### src/rtl/core/spb_pkg.sv
// Shared types, widths and constants for the spectrum bar / peak hold block.
// No dependencies; every other file in rtl/core imports this package.
package spb_pkg;

    // Peak store geometry (power of two, column index wraps on the low bits)
    localparam int COLUMNS  = 1024;
    localparam int ADDR_W   = $clog2(COLUMNS);

    // Field widths
    localparam int COL_W    = 10;
    localparam int MAG_W    = 16;
    localparam int ROW_W    = 16;
    localparam int HEIGHT_W = 10;

    localparam logic [HEIGHT_W-1:0] HEIGHT_RESET = 10'd768;

    // Scaled product width (height * (65536 - 30*m) fits in 32 bits signed)
    localparam int PROD_W   = 32;

    // Divide by ten: q * 52429 >> 19 is exact for any 16-bit q
    localparam int              RECIP_W     = 17;
    localparam logic [RECIP_W-1:0] RECIP_10 = 17'd52429;
    localparam int              RECIP_SHIFT = 19;
    localparam int              QUOT_W      = 12;

    typedef struct packed {
        logic [COL_W-1:0] column;
        logic [MAG_W-1:0] magnitude;
        logic             low_band;
    } spb_in_t;

    typedef struct packed {
        logic signed [ROW_W-1:0] bar_top;
        logic signed [ROW_W-1:0] peak_row;
    } spb_out_t;

    // Peak store write port
    typedef struct packed {
        logic                    en;
        logic [ADDR_W-1:0]       addr;
        logic signed [ROW_W-1:0] data;
    } spb_wr_t;

    // Column to store address
    function automatic logic [ADDR_W-1:0] col_addr(input logic [COL_W-1:0] column);
        return ADDR_W'(column);
    endfunction

endpackage

### src/rtl/core/spb_bar_scale.sv
// Bar scaling: signed product height * (65536 - 30*magnitude).
// Depends on spb_pkg.
module spb_bar_scale (
    input  logic [spb_pkg::HEIGHT_W-1:0]      height,
    input  logic [spb_pkg::MAG_W-1:0]         magnitude,
    output logic signed [spb_pkg::PROD_W-1:0] product
);
    import spb_pkg::*;

    logic [20:0]        mag_x30;
    logic signed [22:0] factor;
    logic signed [33:0] full;

    // 30*m as shift and subtract, then one multiply by the height
    always_comb
    begin
        mag_x30 = {magnitude, 5'b0} - {4'b0, magnitude, 1'b0};
        factor  = 23'sd65536 - $signed({2'b00, mag_x30});
        full    = $signed({1'b0, height}) * factor;
        product = $signed(full[PROD_W-1:0]);
    end

endmodule

### config.mk
export PLATFORM = sky130hd
export DESIGN_NAME = spb_bar_scale
export DESIGN_NICKNAME = d
export VERILOG_FILES = /design/src/rtl/core/spb_pkg.sv /design/src/rtl/core/spb_bar_scale.sv
export SDC_FILE = /design/constraint.sdc
export NUM_CORES = 1
export LEC_CHECK = 0
export BUFFER_PORTS_ARGS = -buffer_cell sky130_fd_sc_hd__buf_2
export CORE_MARGIN = 1.5
export CORE_UTILIZATION = 29
export DETAILED_ROUTE_END_ITERATION = 10
export PLACE_DENSITY = 0.53
export SYNTH_ARGS = -nofsm -noshare
export SYNTH_HDL_FRONTEND = slang
export SYNTH_SLANG_ARGS = --single-unit
### constraint.sdc
create_clock -name vclk -period 36.6
set_input_delay 7.32 -clock vclk [all_inputs]
set_output_delay 7.32 -clock vclk [all_outputs]
set_load 0.1 [all_outputs]
# [Word level (Yosys, flattened, before mapping)]
# Cells that the tools add are included.
[totals] register_bits=0 latchBits=0 mem_bits_rw=0 romBits=0 input_bits=26 output_inout_bits=32 mem_count=0
[op_classes] addsub=2 n_mul=1 div=0 order_cmp=0 eq_ne=0 shift=0 n_mux=0 n_bitwise=0 n_reduce_logical=0
[ops] cell="multiplier 11 x 22 -> 32 bit" count=1
[ops] cell="subtractor 17 x 21 -> 22 bit, first input constant" count=1
[ops] cell="subtractor 21 x 17 -> 21 bit" count=1

# [Longest topological paths before layout]
# Gate-level depths: netlist (run 1).
[logic_depth] depth_word=3 mapped_depth=32 mapped_depth_nobuf=29

# [Worst setup path before layout (run 1)]
# Ideal clock, no wire load.
[synth_timing] kind="input-to-output" from="input port magnitude[6] in the netlist's numbering" to="output port product[31] in the netlist's numbering" t_arrival_ns=17.904 setup_slack_ns=11.376 stages=28 n_path_buf=1 cell_sequence="inv_1 ha_1 clkbuf_1 nor3b_1 a22oi_1 o31ai_1 xor2_1 nor4b_4 nand2_1 xnor2_1 nand2_1 fa_1 fa_1 inv_1 fa_1 fa_1 inv_1 fa_1 inv_1 ha_1 a21o_1 a21oi_1 a31o_2 a21oi_1 a2111oi_0 or4b_2 nand2_1 o311ai_0"
[synth_between] elab_chain_len=3
[synth_lines] item="from (decl)" line_no="spb_bar_scale.sv:5" rtl="input logic [spb_pkg::MAG_W-1:0] magnitude,"
[synth_lines] item="subtractor 21 x 17 -> 21 bit" line_no="spb_bar_scale.sv:17" rtl="mag_x30 = {magnitude, 5'b0} - {4'b0, magnitude, 1'b0};"
[synth_lines] item="subtractor 17 x 21 -> 22 bit" line_no="spb_bar_scale.sv:18" rtl="factor = 23'sd65536 - $signed({2'b00, mag_x30});"
[synth_lines] item="multiplier 11 x 22 -> 32 bit" line_no="spb_bar_scale.sv:19" rtl="full = $signed({1'b0, height}) * factor;"
[synth_lines] item="to (decl)" line_no="spb_bar_scale.sv:6" rtl="output logic signed [spb_pkg::PROD_W-1:0] product"
# No other way between the ends.

# [Worst setup path after layout (run 1)]
[layout_timing] from="input port magnitude[0] in the netlist's numbering" to="output port product[31] in the netlist's numbering"
# The elaborated chain is that of the path after synthesis.

==> results of run 1 <==
[through the flow]
step | setup slack [ns] | hold slack [ns] | utilization (%) | instance area (µm²)
after CTS | 12.25 | 15.37 | 31.8 | 9770
final | 12.42 | 15.36 | 31.8 | 9780
after floorplan | 11.38 | 15.09 | - | 9110
after global routing | 11.79 | 15.40 | 31.8 | 9770
after global placement | 12.52 | 15.37 | 31.8 | 9770
after detailed placement | 12.29 | 15.37 | 31.8 | 9770
[cell usage after synthesis, drive strengths merged (6+ instances only)]
cell type | n | area share (%)
a211oi | 7 | 0.63
a21o | 17 | 1.4
a21oi | 35 | 1.9
and2 | 88 | 6.1
and3 | 7 | 0.48
clkbuf | 33 | 1.4
fa | 182 | 40
ha | 81 | 11
inv | 252 | 10
nand2 | 129 | 5.3
nand2b | 9 | 0.62
nand3 | 7 | 0.38
nand4 | 10 | 0.69
nor2 | 29 | 1.2
nor2b | 10 | 0.69
nor3 | 10 | 0.55
o2111ai | 6 | 0.58
o21a | 16 | 1.3
o21ai | 35 | 1.9
or3 | 7 | 0.48
xnor2 | 38 | 3.7
xor2 | 11 | 1.1
[path summary, 6_finish.rpt]
check	end	from	cells after the start	slack [ns]
hold / removal	product[1]	magnitude[0]	3	15.36
setup / recovery	product[31]	magnitude[0]	29	12.42
[area by class of cell]
| type | count | area [µm²] |
|---|---|---|
| Antenna cell | 2 | 5.00 |
| Fill cell | 3347 | 21000 |
| Inverter | 252 | 946 |
| Multi-Input combinational cell | 814 | 8020 |
| Tap cell | 396 | 495 |
| Timing Repair Buffer | 60 | 308 |
[kinds of logic (layout without fill, tap and decap cells)]
group | Yosys count | count (layout)
xor+xnor | 49 | 49
fa+ha+maj | 263 | 263
other cells | 1 | 3
buf+inv | 288 | 312
compound gates | 170 | 170
mux | 1 | 1
simple gates | 330 | 330
[routing by layer]
metal	wire, µm	track usage (%)	vias to the layer above	part of all wire (%)
li1	-	-	3512	-
met1	9970	18.6	3667	45
met2	11400	27.4	94	52
met3	645	0.728	10	2.9
met4	97	0.739	2	0.44
met5	13	0	-	0.059
[cells in the final DEF (no fill, tap or decap), types with 16 or more instances in the layout]
cell type	instances
ha_1	81
o21a_1	16
o21ai_0	35
inv_1	252
fa_1	182
nand2_1	129
xnor2_1	38
a21o_1	17
nor2_1	29
and2_1	86
buf_2	57
a21oi_1	35
==> results.ini, run 1 <==
[critical_path]
slowest_delay_ns = 0.85
crit_path_max_fanout = 18
cp.required_ns = 29.28
path_common_cell = fa_1
cp_top_family = adder cells
path_buf_inv = 6
worstPathArrival_ns = 16.87
slowest_stage = xnor2_1
worstSetupPathType = input pin to primary output
critical_path.endpoint_type = primary output
start_kind = input pin

[logic_synthesis]
ys_warn_count = 0
synth_cells = 1102
syn_avg_cell_area_um2 = 8.27
synth_top_family_by_area = adder cells
yosysSeqAreaShare_pct = 0
synthAdderAreaFrac_pct = 51.1
synth_area_um2 = 9110
synth.distinct_cells = 75
synth-compound-area-share_pct = 13.2
syn_nets = 1391
synth-xor-area-share_pct = 4.71
synth.mux.area_fraction_pct = 0.110
yosys.area_share.simple_pct = 18.9

[layout]
clock_buffers = 0
final_cells = 1524
seq_area_um2 = 0
seq_cell_count = 0
syn_to_final_growth_pct = 7.25
nets = 1417
layout-drive-gt1-share_pct = 7.28

[placed_design]
place.port_buffers = 57
dp_hpwl_um = 18400
dp_cells = 1522
routabilityCongestion = 0.794

[grt]
grt_pass1_wl_um = 39100
grt_antenna_before_repair = 5
grt_use_total_pct = 14.4
grt_max_degree = 24
first_global_vias = 7794
overflow = 0

[timing]
max_freq_mhz = 41.3
maxSlewHeadroom_pct = 24.5
finalHoldViolCount = 0
maxSlewViolCount = 0
tightest_slew_ns = 1.12
period_share_pct = 66.1
min_period_ns = 24.19
setup_violations = 0
tns_ns = 0
rsz0062_at_grt = false

[floorplanning]
boundaryPins = 58
die_area_um2 = 32500
num_rows = 64
fp.dieW_um = 180
initial_core_util_pct = 29.6
core-area_um2 = 30700
die_y_um = 180

[route]
drtIter0Drc = 326
num_vias = 7285
drc = 8
postRouteAntennaNets = 0
vias_per_cell = 4.78
finalWirelength_um = 22200
first_pass_iters = 10
wl_per_cell_um = 14.5

[run_status]
status = finished, violations left
violations = DRC

[hold_path]
min_path_type = input pin to primary output

[clock_network]
post_cts_resized = 0
post-cts-setup-buffers = 0
hold_buffers = 0

[run]
max-cap-violations = 0

Power of run 1 is not shown: default switching activity piles up to over one toggle a cycle in this logic, so the estimate is an artifact.
==> run 2, diff against run 1 <==
clock period = 24.6 ns   (was 36.6 ns; I/O delays follow)
==> run 2 against run 1 <==
  * The run still ends with DRC left
  * Routed wire length barely moved
  * Non-clock buffer count is the same
  * Utilization about the same
  * Sequential cell count is the same
  * Via count about the same
  * Count of clock-buffer cells in the layout unchanged
  * First-iteration DRC count up 14%
  * Critical path depth stayed put
  * Global-route usage up 0.075 points
  * Critical path type unchanged
  * Critical endpoint unchanged
  * Highest routed layer unchanged
==> results.ini, run 2 (same netlist as run 1, synthesis figures left out) <==
[run_status]
status = finished, violations left
violations = DRC

[placed_design]
place.port_buffers = 57
dp_hpwl_um = 18600
placed_area_um2 = 9770
routabilityCongestion = 0.794

[floorplanning]
boundaryPins = 58
initial_core_util_pct = 29.6
die_area_um2 = 32500
num_rows = 64
fp.dieW_um = 180
core-area_um2 = 30700
die_y_um = 180

[grt]
grt_use_total_pct = 14.4
first_global_vias = 7871
grt_pass1_wl_um = 39300
grt_max_degree = 24
grt_antenna_before_repair = 2
overflow = 0

[route]
first_pass_iters = 9
drc = 4
postRouteAntennaNets = 0
drtIter0Drc = 372
finalWirelength_um = 22200
num_vias = 7286
wl_per_cell_um = 14.6
vias_per_cell = 4.79

[critical_path]
critical_path.endpoint_type = primary output
worstSetupPathType = input pin to primary output
slowest_stage = xnor2_1
path_buf_inv = 6
crit_path_max_fanout = 18
slowest_delay_ns = 0.89
path_common_cell = fa_1
start_kind = input pin
cp.required_ns = 19.68
cp_top_family = adder cells
worstPathArrival_ns = 14.52

[layout]
seq_area_um2 = 0
layout-drive-gt1-share_pct = 7.28
seq_cell_count = 0
nets = 1417
final_area_um2 = 9770
syn_to_final_growth_pct = 7.19
clock_buffers = 0
final_common_cell = inv_1
diodes = 0
utilization_pct = 31.8
layout_common_cells = inv_1 (252), fa_1 (182), nand2_1 (129), and2_1 (86), ha_1 (81)

[timing]
maxSlewHeadroom_pct = 26.2
maxSlewViolCount = 0
setup_violations = 0
rsz0062_at_grt = false
max_freq_mhz = 51.4
finalHoldViolCount = 0
tightest_slew_ns = 1.10
min_period_ns = 19.44
tns_ns = 0
period_share_pct = 79.0

[run]
max-cap-violations = 0

[hold_path]
hold_path_depth = 3
min_path_type = input pin to primary output
min_from = magnitude[0]
min_to = product[1]

[clock_network]
hold_buffers = 0
post_cts_resized = 0
post-cts-setup-buffers = 0

-- run 2: cell count changes in the layout (fill, tap and decap cells not counted) --
| cell | previous run | this run |
|---|---|---|
| diode_2 | 2 | 0 |
-- run 2: area by class of cell --
type	count	area [µm²]
Fill cell	3356	21000
Tap cell	396	495
Timing Repair Buffer	60	308
Multi-Input combinational cell	814	8020
Inverter	252	946
-- run 2: how the worst max path moves through the flow --
stage / start / to / cells past startpoint
final: magnitude[0] / product[31] / 29
after global routing: magnitude[0] / product[31] / 29
after CTS: magnitude[0] / product[31] / 29
after detailed placement: magnitude[0] / product[31] / 29
after global placement: magnitude[0] / product[31] / 29
after floorplan: magnitude[6] / product[31] / 28
-- run 2: stage by stage --
step	setup slack, ns	std cells	hold WS, ns
finish	5.16	1522	10.56
global route	4.53	1522	10.60
CTS	5.11	1522	10.56
detailed placement	5.16	1522	10.56
global placement	5.32	1522	10.57
floorplan	4.18	1102	10.29
-- run 2: layer usage --
| layer | global-route usage [%] | part of all wire (%) | vias to the layer above | routed length [µm] |
|---|---|---|---|---|
| li1 | - | - | 3518 | - |
| met1 | 18.7 | 45 | 3653 | 9920 |
| met2 | 27.3 | 51 | 98 | 11400 |
| met3 | 0.808 | 2.9 | 15 | 645 |
| met4 | 1.38 | 0.94 | 2 | 209 |
| met5 | 0 | 0.054 | - | 12 |
Power of run 2 is left out for the same reason.
==> run 3, diff against run 2 <==
PLACE_DENSITY = 0.55   (was 0.53)
clock period = 17 ns   (was 24.6 ns; I/O delays follow)
==> run 3 against run 2 <==
  * The flow now finishes without violations
  * Final cell count up 0.79%
  * Sequential share of layout area unchanged
  * Worst setup slack worse by 3.9 ns
  * Global-route usage down 0.26 points
  * Via count up 1.4%
  * Count of clock-buffer cells in the layout unchanged
  * Critical path depth down 1
  * Critical path type unchanged
  * Highest routed layer unchanged
==> results.ini, run 3 (same netlist as run 1, synthesis figures left out) <==
[critical_path]
worstPathArrival_ns = 12.30
slowest_delay_ns = 0.69
crit_path_start = magnitude[0]
slowest_stage = nor2_1
start_kind = input pin
crit_path_max_fanout = 18
worstSetupPathType = input pin to primary output
critical_path.endpoint_type = primary output
cp.required_ns = 13.60
path_common_cell = fa_1

[floorplanning]
die_y_um = 180
initial_core_util_pct = 29.6
num_rows = 64
boundaryPins = 58
die_area_um2 = 32500
fp.dieW_um = 180
core-area_um2 = 30700

[run_status]
status = finished clean

[route]
drc = 0
finalWirelength_um = 21900
first_pass_iters = 9
wl_per_cell_um = 14.3
vias_per_cell = 4.81
drtIter0Drc = 260
num_vias = 7386
postRouteAntennaNets = 0

[grt]
grt_pass1_wl_um = 38600
grt_max_degree = 24
grt_antenna_before_repair = 6
overflow = 0
grt_use_total_pct = 14.2
first_global_vias = 7791

[layout]
layout_common_cells = inv_1 (252), fa_1 (182), nand2_1 (129), and2_1 (86), ha_1 (81)
layout-drive-gt1-share_pct = 8.02
fillers = 3379
seq_area_um2 = 0
final_common_cell = inv_1
utilization_pct = 32.0
syn_to_final_growth_pct = 8.02
nets = 1426
seq_cell_count = 0
multi_input_area_um2 = 8020
clock_buffers = 0

[timing]
period_share_pct = 92.4
setup_violations = 0
tightest_slew_ns = 0.930
max_freq_mhz = 63.7
tns_ns = 0
maxSlewViolCount = 0
maxSlewHeadroom_pct = 37.6
min_period_ns = 15.70
rsz0062_at_grt = false
finalHoldViolCount = 0

[hold_path]
min_to = product[1]
hold_path_depth = 3
min_from = magnitude[0]
min_path_type = input pin to primary output

[clock_network]
hold_buffers = 0
post_cts_resized = 0
post-cts-setup-buffers = 0

[placed_design]
place.port_buffers = 57
routabilityCongestion = 0.805
dp_hpwl_um = 18100

[run]
max-cap-violations = 0

run 3: changes by cell type in the layout (fill, tap and decap cells not counted), sizes merged:
cell | before | now
buf | 60 | 69
diode | 0 | 3
run 3: per-stage QoR:
step / worst slack [ns] / instance area [µm²] / hold slack [ns] / std cells
after detailed placement: 1.27 / 9840 / 7.52 / 1531
after CTS: 1.24 / 9840 / 7.52 / 1531
final: 1.30 / 9850 / 7.52 / 1534
after floorplan: 0.797 / 9110 / 7.25 / 1102
after global placement: 1.46 / 9840 / 7.51 / 1531
after global routing: 0.710 / 9840 / 7.54 / 1533
run 3: area by class of cell:
class | instances | area share, %
inverter | 252 | 9.61
tap | 396 | 5.03
timing repair buffer | 69 | 3.81
multi-input combinational | 814 | 81.5
antenna | 3 | 0.0762
run 3: layer usage:
| metal | up-vias | global-route usage, % | wire [µm] |
|---|---|---|---|
| li1 | 3534 | - | - |
| met1 | 3708 | 18.7 | 9700 |
| met2 | 124 | 26.0 | 11100 |
| met3 | 18 | 1.09 | 867 |
| met4 | 2 | 1.48 | 181 |
| met5 | - | 0 | 12 |
run 3: how the worst max path moves through the flow:
stage                  endpoint  slack (ns)  cells past startpoint
floorplan           product[31]        0.80                     28
global placement    product[31]        1.46                     30
detailed placement  product[31]        1.27                     25
CTS                 product[31]        1.24                     25
global route        product[31]        0.71                     28
finish              product[31]        1.30                     28
run 3: worst max-delay path, delay by kind of cell:
kind,cells,cell delay [ns]
AOI/OAI and AO/OA,9,2.00
adders and majority gates,7,3.58
buffers and inverters,6,1.01
and+or+nand+nor,6,2.27
Power of run 3 is left out for the same reason.
