### config.mk
export PLATFORM = sky130hd
export DESIGN_NAME = spb_peak_step
export DESIGN_NICKNAME = d
export VERILOG_FILES = /design/src/rtl/core/spb_pkg.sv /design/src/rtl/core/spb_peak_step.sv
export SDC_FILE = /design/constraint.sdc
export NUM_CORES = 1
export LEC_CHECK = 0
export BUFFER_PORTS_ARGS = -buffer_cell sky130_fd_sc_hd__buf_2
export CAP_MARGIN = 20
export CORE_ASPECT_RATIO = 2
export CORE_MARGIN = 10
export CORE_UTILIZATION = 55
export DETAILED_ROUTE_END_ITERATION = 8
export PLACE_DENSITY = 0.88
export SETUP_SLACK_MARGIN = 0.5
export SLEW_MARGIN = 40
export SYNTH_ARGS = -nofsm -noshare
export SYNTH_HDL_FRONTEND = slang
export SYNTH_SLANG_ARGS = --single-unit
### constraint.sdc
create_clock -name vclk -period 5.2
set_input_delay 0.52 -clock vclk [all_inputs]
set_output_delay 0.52 -clock vclk [all_outputs]
set_load 0.005 [all_outputs]
### src/rtl/core/spb_pkg.sv
// Shared types, widths and constants for the spectrum bar / peak hold block.
// No dependencies; every other file in rtl/core imports this package.
package spb_pkg;

    // Peak store geometry (power of two, column index wraps on the low bits)
    localparam int COLUMNS  = 1024;
    localparam int ADDR_W   = $clog2(COLUMNS);

    // Field widths
    localparam int COL_W    = 10;
    localparam int MAG_W    = 16;
    localparam int ROW_W    = 16;
    localparam int HEIGHT_W = 10;

    localparam logic [HEIGHT_W-1:0] HEIGHT_RESET = 10'd768;

    // Scaled product width (height * (65536 - 30*m) fits in 32 bits signed)
    localparam int PROD_W   = 32;

    // Divide by ten: q * 52429 >> 19 is exact for any 16-bit q
    localparam int              RECIP_W     = 17;
    localparam logic [RECIP_W-1:0] RECIP_10 = 17'd52429;
    localparam int              RECIP_SHIFT = 19;
    localparam int              QUOT_W      = 12;

    typedef struct packed {
        logic [COL_W-1:0] column;
        logic [MAG_W-1:0] magnitude;
        logic             low_band;
    } spb_in_t;

    typedef struct packed {
        logic signed [ROW_W-1:0] bar_top;
        logic signed [ROW_W-1:0] peak_row;
    } spb_out_t;

    // Peak store write port
    typedef struct packed {
        logic                    en;
        logic [ADDR_W-1:0]       addr;
        logic signed [ROW_W-1:0] data;
    } spb_wr_t;

    // Column to store address
    function automatic logic [ADDR_W-1:0] col_addr(input logic [COL_W-1:0] column);
        return ADDR_W'(column);
    endfunction

endpackage

### src/rtl/core/spb_peak_step.sv
// Peak marker update: snap to bar - 2 or fall by a gap-dependent step.
// Depends on spb_pkg.
module spb_peak_step (
    input  logic signed [spb_pkg::ROW_W-1:0] bar,
    input  logic signed [spb_pkg::ROW_W-1:0] peak_old,
    output logic signed [spb_pkg::ROW_W-1:0] peak_new
);
    import spb_pkg::*;

    logic signed [ROW_W:0] bar_x;
    logic signed [ROW_W:0] peak_x;
    logic signed [ROW_W:0] gap;
    logic signed [ROW_W:0] peak_next;

    always_comb
    begin
        bar_x  = {bar[ROW_W-1], bar};
        peak_x = {peak_old[ROW_W-1], peak_old};
        gap    = bar_x - peak_x;
        // bar reached the marker, or marker at or above the top row
        if ((bar_x - 17'sd1) <= peak_x || peak_x <= 17'sd0)
        begin
            peak_next = bar_x - 17'sd2;
        end
        else if (gap > 17'sd300)
        begin
            peak_next = peak_x + 17'sd5;
        end
        else if (gap > 17'sd200)
        begin
            peak_next = peak_x + 17'sd4;
        end
        else if (gap > 17'sd100)
        begin
            peak_next = peak_x + 17'sd3;
        end
        else if (gap > 17'sd10)
        begin
            peak_next = peak_x + 17'sd2;
        end
        else
        begin
            peak_next = peak_x + 17'sd1;
        end
        peak_new = peak_next[ROW_W-1:0];
    end

endmodule

# Yosys cells after proc, flatten, opt, wreduce, memory -nomap -nowiden
# Index checks and enable logic that the tools add are counted.
[word_totals] input_bits=32 wordCells=20 regBits=0 out_inout_bits=16
[op_classes] order_cmp=6 mux=5 reduce_logical=1 add_sub_neg=8
[op_table] cell="16-bit 2-to-1 mux" n=5
[op_table] cell="16-bit by 3-bit adder with 16-bit output (second input constant)" n=2
[op_table] cell="16-bit by 4-bit adder with 16-bit output (second input constant)" n=2
[op_table] cell="17-bit by 10-bit > comparator with 1-bit output (second input constant)" n=1
[op_table] cell="17-bit by 5-bit > comparator with 1-bit output (second input constant)" n=1
[op_table] cell="17-bit by 8-bit > comparator with 1-bit output (second input constant)" n=1
[op_table] cell="17-bit by 9-bit > comparator with 1-bit output (second input constant)" n=1
[op_table] cell="17-bit by 16-bit less-or-equal comparator with 1-bit output" n=1
[op_table] cell="16-bit by 16-bit subtractor with 17-bit output" n=1
[op_table] cell="16-bit by 2-bit subtractor with 17-bit output (second input constant)" n=1
[op_table] cell="16-bit by 2-bit adder with 16-bit output (second input constant)" n=1
[op_table] cell="16-bit by 1-bit less-or-equal comparator with 1-bit output (second input constant)" n=1
[op_table] cell="16-bit by 3-bit subtractor with 16-bit output (second input constant)" n=1
[op_table] cell="1-bit logical OR" n=1

# Longest topological paths before layout
# Gate-level depths: netlist of the first run.
[depth] word_depth=7 depth_mapped=20 ltp_nobuf=18

# Least setup slack after synthesis of the first run
# OpenSTA, ideal clock, no wires.
[synth_timing] path_type="in2out" startpoint="input bar[0] (netlist name)" endpoint="output peak_new[9] (netlist name)" arrival_time_ps=4090 t_required_ps=4680 stages=16 slack_ps=590 path_buffers=2 cell_sequence="clkbuf_1 > inv_1 > ha_1 > fa_1 > nor2b_1 > o311a_1 > nor3_1 > or4b_1 > a2111oi_2 > nor4b_4 > buf_6 > o221ai_2 > a211oi_2 > nor2_1 > or3_1 > a31oi_1"
[synth_between] elab_chain_cells=7 word_cells_on_any_way=14 cone_classes="add/sub: 3; order compare: 5; mux: 5; reduce/logical: 1"
[synth_lines] element="start, declared" line_no="spb_peak_step.sv:4" source="input logic signed [spb_pkg::ROW_W-1:0] bar,"
[synth_lines] element="16-bit by 16-bit subtractor with 17-bit output" line_no="spb_peak_step.sv:19" source="gap = bar_x - peak_x;"
[synth_lines] element="17-bit by 5-bit > comparator with 1-bit output" line_no="spb_peak_step.sv:37" source="else if (gap > 17'sd10)"
[synth_lines] element="16-bit 2-to-1 mux" line_no="spb_peak_step.sv:37"
[synth_lines] element="16-bit 2-to-1 mux" line_no="spb_peak_step.sv:33" source="else if (gap > 17'sd100)"
[synth_lines] element="16-bit 2-to-1 mux" line_no="spb_peak_step.sv:29" source="else if (gap > 17'sd200)"
[synth_lines] element="16-bit 2-to-1 mux" line_no="spb_peak_step.sv:25" source="else if (gap > 17'sd300)"
[synth_lines] element="16-bit 2-to-1 mux *" line_no="spb_peak_step.sv:21" source="if ((bar_x - 17'sd1) <= peak_x || peak_x <= 17'sd0)"
[synth_lines] element="end, declared" line_no="spb_peak_step.sv:6" source="output logic signed [spb_pkg::ROW_W-1:0] peak_new"
# Every way passes the cells marked *; elsewhere a longest branch is shown, timed or not.

# Final worst setup path of the first run
[layout_timing] startpoint="input peak_old[4] (netlist name)" endpoint="output peak_new[14] (netlist name)"
[layout_between] elab_chain_cells=7 word_cells_on_any_way=18 cone_classes="add/sub: 6; order compare: 6; mux: 5; reduce/logical: 1"
[layout_lines] element="start, declared" line_no="spb_peak_step.sv:5" source="input logic signed [spb_pkg::ROW_W-1:0] peak_old,"
[layout_lines] element="16-bit by 16-bit subtractor with 17-bit output" line_no="spb_peak_step.sv:19"
[layout_lines] element="17-bit by 5-bit > comparator with 1-bit output" line_no="spb_peak_step.sv:37"
[layout_lines] element="16-bit 2-to-1 mux" line_no="spb_peak_step.sv:37"
[layout_lines] element="16-bit 2-to-1 mux" line_no="spb_peak_step.sv:33"
[layout_lines] element="16-bit 2-to-1 mux" line_no="spb_peak_step.sv:29"
[layout_lines] element="16-bit 2-to-1 mux" line_no="spb_peak_step.sv:25"
[layout_lines] element="16-bit 2-to-1 mux *" line_no="spb_peak_step.sv:21"
# Marked as above.

==> results_dict.tcl, run 1 <==
set metrics [dict create \
    status "completed" \
    rsz0062_at_grt "yes" \
    viasPerCell 7.071 \
    use_met3_pct 1.346 \
    dieHeight_um 125.1 \
    p_leak_nw 1.735 \
    synth_area_leader_cell "ha_1" \
    antenna_found_initial 0 \
    antenna_left 0 \
    top_usage_layer "met2" \
    seq_cell_count 0 \
    totalWireLength_um 11690 \
    fin_tns_setup_ns 0 \
    clock_buffers 0 \
    grt_max_degree 24 \
    yosysTopAreaCellShare_pct 17.71 \
    gp_congestion 1.046 \
    yosys_warnings 0 \
    slew_headroom_pct 47.67 \
    drt_iter0_drc 453 \
    grt_util_met2_pct 42.21 \
    p_total_mw 0.5285 \
    end_kind "primary output" \
    use_met1_pct 21.97 \
    synth_area_um2 3038 \
    power_density_nw_per_um2 134.8 \
    io_pins 48 \
    max_freq_ghz 0.2108 \
    grt_pass1_wl_um 17260 \
    critical_path_class "in2out" \
    place_hpwl_um 8666 \
    track_usage_pct 22.22 \
    drc 0 \
    fin_crit_sh_pct 91.23 \
    drv_slew 0 \
    dr.pass1.iters 5 \
    die_area_um2 9076 \
    synth.area.top_cells "ha_1 18%, a21oi_1 6.4%, xnor2_1 6.1%, xor2_1 5.5%, o21ai_0 4.6%" \
    yosys.cell_types.count 67 \
    min_path_type "in2out" \
    grt_overflow_total 0 \
    coreArea_um2 5373 \
    setup_viol 0 \
    syn_nets 521 \
    critPathLaunchType "primary input" \
    fillers 399 \
    vias 4066 \
    post_drt_wl_per_cell_um 20.33 \
    yosysSeqAreaShare_pct 0 \
    utilization_pct 72.96 \
    path_max_fanout 6 \
    fp.dieW_um 72.55 \
    avgSynthCellArea_um2 6.827 \
    peakVddDrop_v 0.0001101 \
    holdWs_ns 1.361 \
    antenna_cells 0 \
    fp-row-count 38 \
    crit_required_ns 4.68 \
    grt_pass1_vias 3674 \
    area_growth_pct 29.04 \
    drive_gt1_share_pct 28.93 \
    finalHoldViolCount 0 \
    worst_pin_slew_ns 0.7778 \
    initial_core_util_pct 56.54 \
    numPortBuffers 48 \
    syn-instance-count 445 \
    fin_nets 593 \
    layout_min_cycle_time_ns 4.744 \
    crit_arrival_ns 4.22 \
    regArea_um2 0 \
    cap_violations 0 \
]
## stage by stage
stage / instances / area, µm² / setup slack (ns)
after floorplan: 445 / 3038 / 0.5897
after global placement: 545 / 3356 / 0.1724
after detailed placement: 545 / 3356 / 0.03546
after CTS: 553 / 3491 / 0.5034
after global routing: 575 / 3920 / 0.3016
final: 575 / 3920 / 0.4560
## final timing paths
check              startpoint      endpoint  slack (ns)  cells after the start
setup / recovery  peak_old[4]  peak_new[14]        0.46                     18
hold / removal         bar[1]   peak_new[1]        1.36                      3
## placed cells by master, fill, tap and decap left out, types with 16 or more instances in the layout
| cell type | count |
|---|---|
| xnor2_1 | 21 |
| nand2_1 | 33 |
| buf_4 | 35 |
| a21oi_1 | 31 |
| inv_1 | 16 |
| xor2_1 | 19 |
| buf_2 | 42 |
| nor3_1 | 16 |
| ha_1 | 32 |
| nor2_1 | 25 |
| o21ai_0 | 27 |
## what timing repair did
| item | in CTS | in global routing |
|---|---|---|
| setup endpoints to repair | 16 | 16 |
| endpoints found under the hold margin | 0 | 0 |
| pin swaps | 4 | 18 |
| resized for setup | 19 | 71 |
| gates cloned | 1 | 1 |
| setup buffers | 7 | 21 |
| hold buffers | 0 | 0 |
## metal layers
metal  vias up  part of all wire (%)  routed length [µm]
met5         -                     0                   0
met4         0                   9.0                1057
met3       115                   6.8                 791
met2       273                    51                6006
met1      1850                    33                3836
li1       1828                     -                   -
## worst max-delay path, stage by stage
cell and delay, ns:
clkbuf_4 0.16, clkinvlp_4 0.16, ha_4 0.29, o21a_1 0.12, o311a_1 0.16, buf_6 0.13, o211ai_1 0.15, or4b_4 0.51
a2111oi_4 0.29, nor4b_4 0.29, buf_4 0.18, buf_6 0.11, nand4b_1 0.16, o31ai_4 0.11, a21oi_4 0.06, or4_1 0.52
a31oi_1 0.14, buf_2 0.14
## area by class of cell
cell class | instances | area (µm²) | share of cell area, %
multi-input cells | 402 | 3132 | 79.89
inverters | 27 | 131.4 | 3.351
repair buffers | 86 | 581.8 | 14.84
well taps | 60 | 75.07 | 1.915
## cells in the mapped netlist, types with 3 or more instances
library cell and n:
a211oi_1 3, a21o_1 16, a21oi_1 39, a221o_1 3, a22oi_1 3, a31oi_1 8
a41o_1 3, and2_1 7, clkbuf_1 13, ha_1 43, inv_1 27, mux2i_1 6
nand2_1 35, nand2b_1 8, nand3_1 12, nand4_1 7, nor2_1 27, nor2b_1 6
nor3_1 18, nor4_1 9, o211a_1 5, o211ai_1 6, o21a_1 3, o21ai_0 28
o21ai_1 3, o22ai_1 4, o31ai_1 5, or2_2 3, or3_1 9, xnor2_1 21
xor2_1 19
## logic make-up (layout without fill, tap and decap cells)
kind of cell | Yosys count | in the layout | share of synthesized area, %
AND/OR/NAND/NOR | 157 | 157 | 27.51
AO/OA/AOI/OAI | 153 | 154 | 34.23
adder cells (fa/ha/maj) | 44 | 44 | 18.37
buffers and inverters | 44 | 113 | 6.013
XOR/XNOR | 40 | 40 | 11.53
multiplexers | 7 | 7 | 2.348
## report_power, final
group          leakage [nW]  internal (mW)  switching, mW
Combinational          1.73          0.219          0.309
Clock                     0              0              0
Sequential                0              0              0
Total                  1.73          0.219          0.309
Power figures use the tool's default switching activity.
==> inputs of run 2 (changes only) <==
--- a/config.mk
+++ b/config.mk
@@ -5,7 +5,7 @@
 export SDC_FILE = /design/constraint.sdc
 export NUM_CORES = 1
 export LEC_CHECK = 0
-export BUFFER_PORTS_ARGS = -buffer_cell sky130_fd_sc_hd__buf_2
+export BUFFER_PORTS_ARGS = -buffer_cell sky130_fd_sc_hd__buf_4
 export CAP_MARGIN = 20
 export CORE_ASPECT_RATIO = 2
 export CORE_MARGIN = 10
==> run 2 against run 1 <==
Net effect: critical path depth stayed put; sequential cell count stayed put; utilization is 3.5 points higher; highest routed layer unchanged; fmax is 1.9% higher; routed wire length is 1.6% higher; hold slack worse by 0.0015 ns; global-route usage is 1.1 points higher; first-iteration DRC count is 25% lower; total power is 9.9% higher; non-clock buffer count is 5 lower; cell area is 4.9% higher; cell count is 0.87% lower.
==> results_dict.tcl, run 2 (synthesis results as in run 1) <==
set metrics [dict create \
    status "completed" \
    combPwrFrac_pct 100.0 \
    seq_power_share_pct 0 \
    max_freq_ghz 0.2148 \
    cpMostUsedCell "buf_4" \
    viasPerCell 7.053 \
    preCtsSetupSlack_ns 0.2962 \
    gp_congestion 1.035 \
    intPower_mw 0.2559 \
    fp.dieW_um 72.55 \
    worst_pin_slew_ns 0.7264 \
    crit_chain "buf_4 > inv_1 > ha_1 > and3_1 > a221o_1 > o21ai_0 > a2111oi_4 > nor4b_4 > buf_6 > buf_4 > buf_16 > a21o_4 > buf_6 > a211oi_4 > nor2_4 > or3_1 > a31oi_1 > buf_4" \
    fin_nets 588 \
    io_pins 48 \
    die_area_um2 9076 \
    initial_core_util_pct 56.54 \
    cpPeakStageDelay_ns 0.38 \
    min_to "peak_new[1]" \
    fp-row-count 38 \
    p_clk_share_pct 0 \
    fin_cells 570 \
    grt_pass1_wl_um 18340 \
    crit_required_ns 4.68 \
    drive_gt1_share_pct 29.02 \
    coreArea_um2 5373 \
    clock_buffers 0 \
    path_max_fanout 7 \
    critPathLaunchType "primary input" \
    grt_pass1_vias 3961 \
    track_usage_pct 23.35 \
    finalHoldViolCount 0 \
    place_hpwl_um 9098 \
    regArea_um2 0 \
    hold_start "bar[1]" \
    dr.pass1.iters 6 \
    p_total_mw 0.5806 \
    end_kind "primary output" \
    grt_overflow_total 0 \
    drt_iter0_drc 339 \
    numPortBuffers 48 \
    grt_max_degree 15 \
    top_usage_layer "met2" \
    grt_util_met2_pct 42.87 \
    slew_headroom_pct 51.20 \
    fin_crit_sh_pct 89.53 \
    power_density_nw_per_um2 141.3 \
    fin_tns_setup_ns 0 \
    drv_slew 0 \
    peakVddDrop_v 0.00009643 \
    worst_hold_path.num_cells 3 \
    crit_path_top_delay_cell "or3_1" \
    switchingPower_mw 0.3247 \
    dp.cells 552 \
    p_leak_nw 1.784 \
    final_common_cell "buf_4" \
    crit_arrival_ns 4.14 \
    antenna_found_initial 0 \
    critical_path_class "in2out" \
    vias 4020 \
    switching_share_pct 55.92 \
    layout_common_cells "70 x buf_4, 33 x nand2_1, 33 x ha_1" \
    fillers 408 \
    rsz0062_at_grt "yes" \
    area_growth_pct 35.30 \
    cap_violations 0 \
    post_drt_wl_per_cell_um 20.84 \
    drc 0 \
    setup_viol 0 \
    use_met3_pct 2.930 \
    layout_min_cycle_time_ns 4.656 \
    fin_ws_ns 0.5444 \
    seq_cell_count 0 \
    antenna_cells 0 \
    totalWireLength_um 11880 \
    dieHeight_um 125.1 \
    min_path_type "in2out" \
    antenna_left 0 \
    use_met1_pct 22.61 \
]
run 2: cell types whose count changed in the layout (fill, tap and decap cells not counted), sizes merged:
cell    change
buf         -3
clkbuf      -2
run 2: what timing repair did:
action                     in CTS  in global routing
gates resized for setup        28                 64
pin swaps                       9                 20
cloned                          1                  1
setup endpoints to repair      16                 16
hold endpoints to repair        0                  0
buffers inserted                7                  9
hold buffers                    0                  0
run 2: worst max path at each step:
stage	start	endpoint	slack, ns	cells after the start
finish	peak_old[12]	peak_new[13]	0.54	18
global route	peak_old[7]	peak_new[10]	0.43	17
detailed placement	bar[1]	peak_new[12]	0.30	21
floorplan	bar[0]	peak_new[9]	0.59	16
global placement	bar[0]	peak_new[4]	0.39	18
CTS	bar[0]	peak_new[2]	0.50	20
run 2: metal layers:
metal | part of all wire [%] | routed length [µm]
met5 | 0 | 0
met4 | 7.2 | 857
met3 | 6.0 | 717
met1 | 33 | 3922
met2 | 54 | 6381
run 2: layout make-up:
type | instances | area, µm² | share of cell area [%]
repair buffers | 81 | 683.2 | 16.62
multi-input cells | 402 | 3228 | 78.54
inverters | 27 | 123.9 | 3.014
well taps | 60 | 75.07 | 1.826
run 2: critical path: cells and delay by family:
kind	cells	cell delay [ns]
AOI/OAI and AO/OA	6	1.50
buffers and inverters	7	0.93
and+or+nand+nor	4	0.83
adders and majority gates	1	0.36
run 2: power groups by stage:
stage | logic (mW) | clock network (mW) | registers (mW)
CTS | 0.503 | 0 | 0
detailed placement | 0.468 | 0 | 0
global route | 0.622 | 0 | 0
finish | 0.581 | 0 | 0
global placement | 0.459 | 0 | 0
floorplan | 0.301 | 0 | 0
run 2: through the flow:
stage | hold slack (ns) | area [µm²] | util (%)
floorplan | 1.095 | 3038 | -
global placement | 1.341 | 3528 | 65.67
detailed placement | 1.344 | 3528 | 65.67
CTS | 1.345 | 3735 | 69.52
global route | 1.371 | 4110 | 76.50
finish | 1.360 | 4110 | 76.50
==> inputs of run 3 (changes only) <==
==> constraint.sdc (replaced) <==
create_clock -name vclk -period 4.5
set_input_delay 0.45 -clock vclk [all_inputs]
set_output_delay 0.45 -clock vclk [all_outputs]
set_load 0.005 [all_outputs]
==> run 3 against run 2 <==
Net effect: the flow now finishes with violations (setup timing); critical path type unchanged; highest routed layer unchanged; global-route usage increased by 4.4 points; cell count rose by 6.8%; count of clock-buffer cells in the layout unchanged; combinational power rose by 39%; routed wire length is 43% higher; total power up 39%.
==> results_dict.tcl, run 3 (synthesis results as in run 1) <==
set metrics [dict create \
    fin_ws_ns -0.03296 \
    gp_congestion 1.010 \
    rsz0062_at_grt "yes" \
    regArea_um2 0 \
    max_freq_ghz 0.2206 \
    fin_crit_sh_pct 100.7 \
    grt_pass1_wl_um 20960 \
    drt_iter0_drc 687 \
    holdWs_ns 1.302 \
    power_density_nw_per_um2 169.8 \
    coreArea_um2 5373 \
    initial_core_util_pct 56.54 \
    drc 0 \
    path_max_fanout 8 \
    multiInputGateArea_um2 3552 \
    totalWireLength_um 17010 \
    vias 4612 \
    seq_cell_count 0 \
    track_usage_pct 27.72 \
    place_hpwl_um 9676 \
    drv_slew 0 \
    antenna_left 0 \
    hold_buffers 0 \
    fillers 232 \
    layout_common_cells "99 x buf_4, 30 x nand2_1, 27 x ha_1" \
    worst_pin_slew_ns 0.7406 \
    io_pins 48 \
    setup_viol 2 \
    fp.dieW_um 72.55 \
    antenna_cells 0 \
    final_common_cell "buf_4" \
    slew_headroom_pct 50.17 \
    critical_path_class "in2out" \
    peakVddDrop_v 0.0001801 \
    crit_required_ns 4.05 \
    crit_arrival_ns 4.08 \
    dieHeight_um 125.1 \
    grt_pass1_vias 4291 \
    end_kind "primary output" \
    fin_nets 627 \
    area_growth_pct 56.84 \
    numPortBuffers 48 \
    antenna_found_initial 0 \
    status "finished, violations left" \
    grt_max_degree 16 \
    fp-row-count 38 \
    finalHoldViolCount 0 \
    p_leak_nw 2.023 \
    min_path_type "in2out" \
    dr.pass1.iters 8 \
    grt_overflow_total 0 \
    drive_gt1_share_pct 43.17 \
    cap_violations 0 \
    viasPerCell 7.573 \
    p_total_mw 0.8089 \
    die_area_um2 9076 \
    clock_buffers 0 \
    critPathLaunchType "primary input" \
    utilization_pct 88.68 \
    violations "setup timing" \
    post_drt_wl_per_cell_um 27.93 \
    layout_min_cycle_time_ns 4.533 \
]
-- run 3: cell types whose count changed in the layout (fill, tap and decap cells not counted), sizes merged --
cell,previous run,this run
clkinvlp,2,3
inv,24,23
a21oi,41,40
buf,81,121
-- run 3: area by class of cell --
type | instances | area share [%]
Inverter | 27 | 2.731
Tap cell | 60 | 1.576
Multi-Input combinational cell | 401 | 74.55
Timing Repair Buffer | 121 | 21.14
-- run 3: metal layers --
metal / wire (µm) / track usage (%) / vias to the layer above
met5: 0 / 0 / -
met4: 1746 / 21.12 / 0
met3: 1655 / 3.563 / 177
met2: 8449 / 50.10 / 446
met1: 5155 / 26.55 / 2096
li1: - / - / 1893
-- run 3: worst max-delay path, stage by stage --
cell       delay [ns]
buf_4            0.14
inv_1            0.26
ha_4             0.29
a21oi_1          0.15
nand2_1          0.08
buf_4            0.15
o211ai_1         0.24
a31oi_2          0.19
a2111oi_4        0.37
nor4b_4          0.33
buf_6            0.17
a21o_1           0.17
mux2_4           0.33
o21ai_2          0.19
mux2i_1          0.13
a311oi_2         0.27
buf_4            0.16
-- run 3: what timing repair did --
item / in CTS / in global routing
setup endpoints to repair: 16 / 16
pin swaps: 25 / 44
setup buffers: 24 / 13
resized for setup: 63 / 98
cloned: 1 / 0
-- run 3: power by group --
| part | internal [mW] | switching (mW) |
|---|---|---|
| registers | 0 | 0 |
| logic | 0.349 | 0.460 |
| clock network | 0 | 0 |
| total | 0.349 | 0.460 |
-- run 3: worst paths after layout --
kind / to / cells past startpoint / from / slack, ns
setup / recovery: peak_new[10] / 17 / peak_old[5] / -0.03
hold / removal: peak_new[1] / 4 / bar[1] / 1.30
-- run 3: metrics by stage --
step,worst slack [ns],std cells,TNS (ns),instance area (µm²)
after floorplan,0.4017,445,0,3151
after global placement,0.06481,571,0,3736
after detailed placement,-0.01149,571,-0.01149,3736
after CTS,0.07911,596,0,4198
after global routing,-0.1531,609,-0.6268,4765
final,-0.03296,609,-0.04165,4765
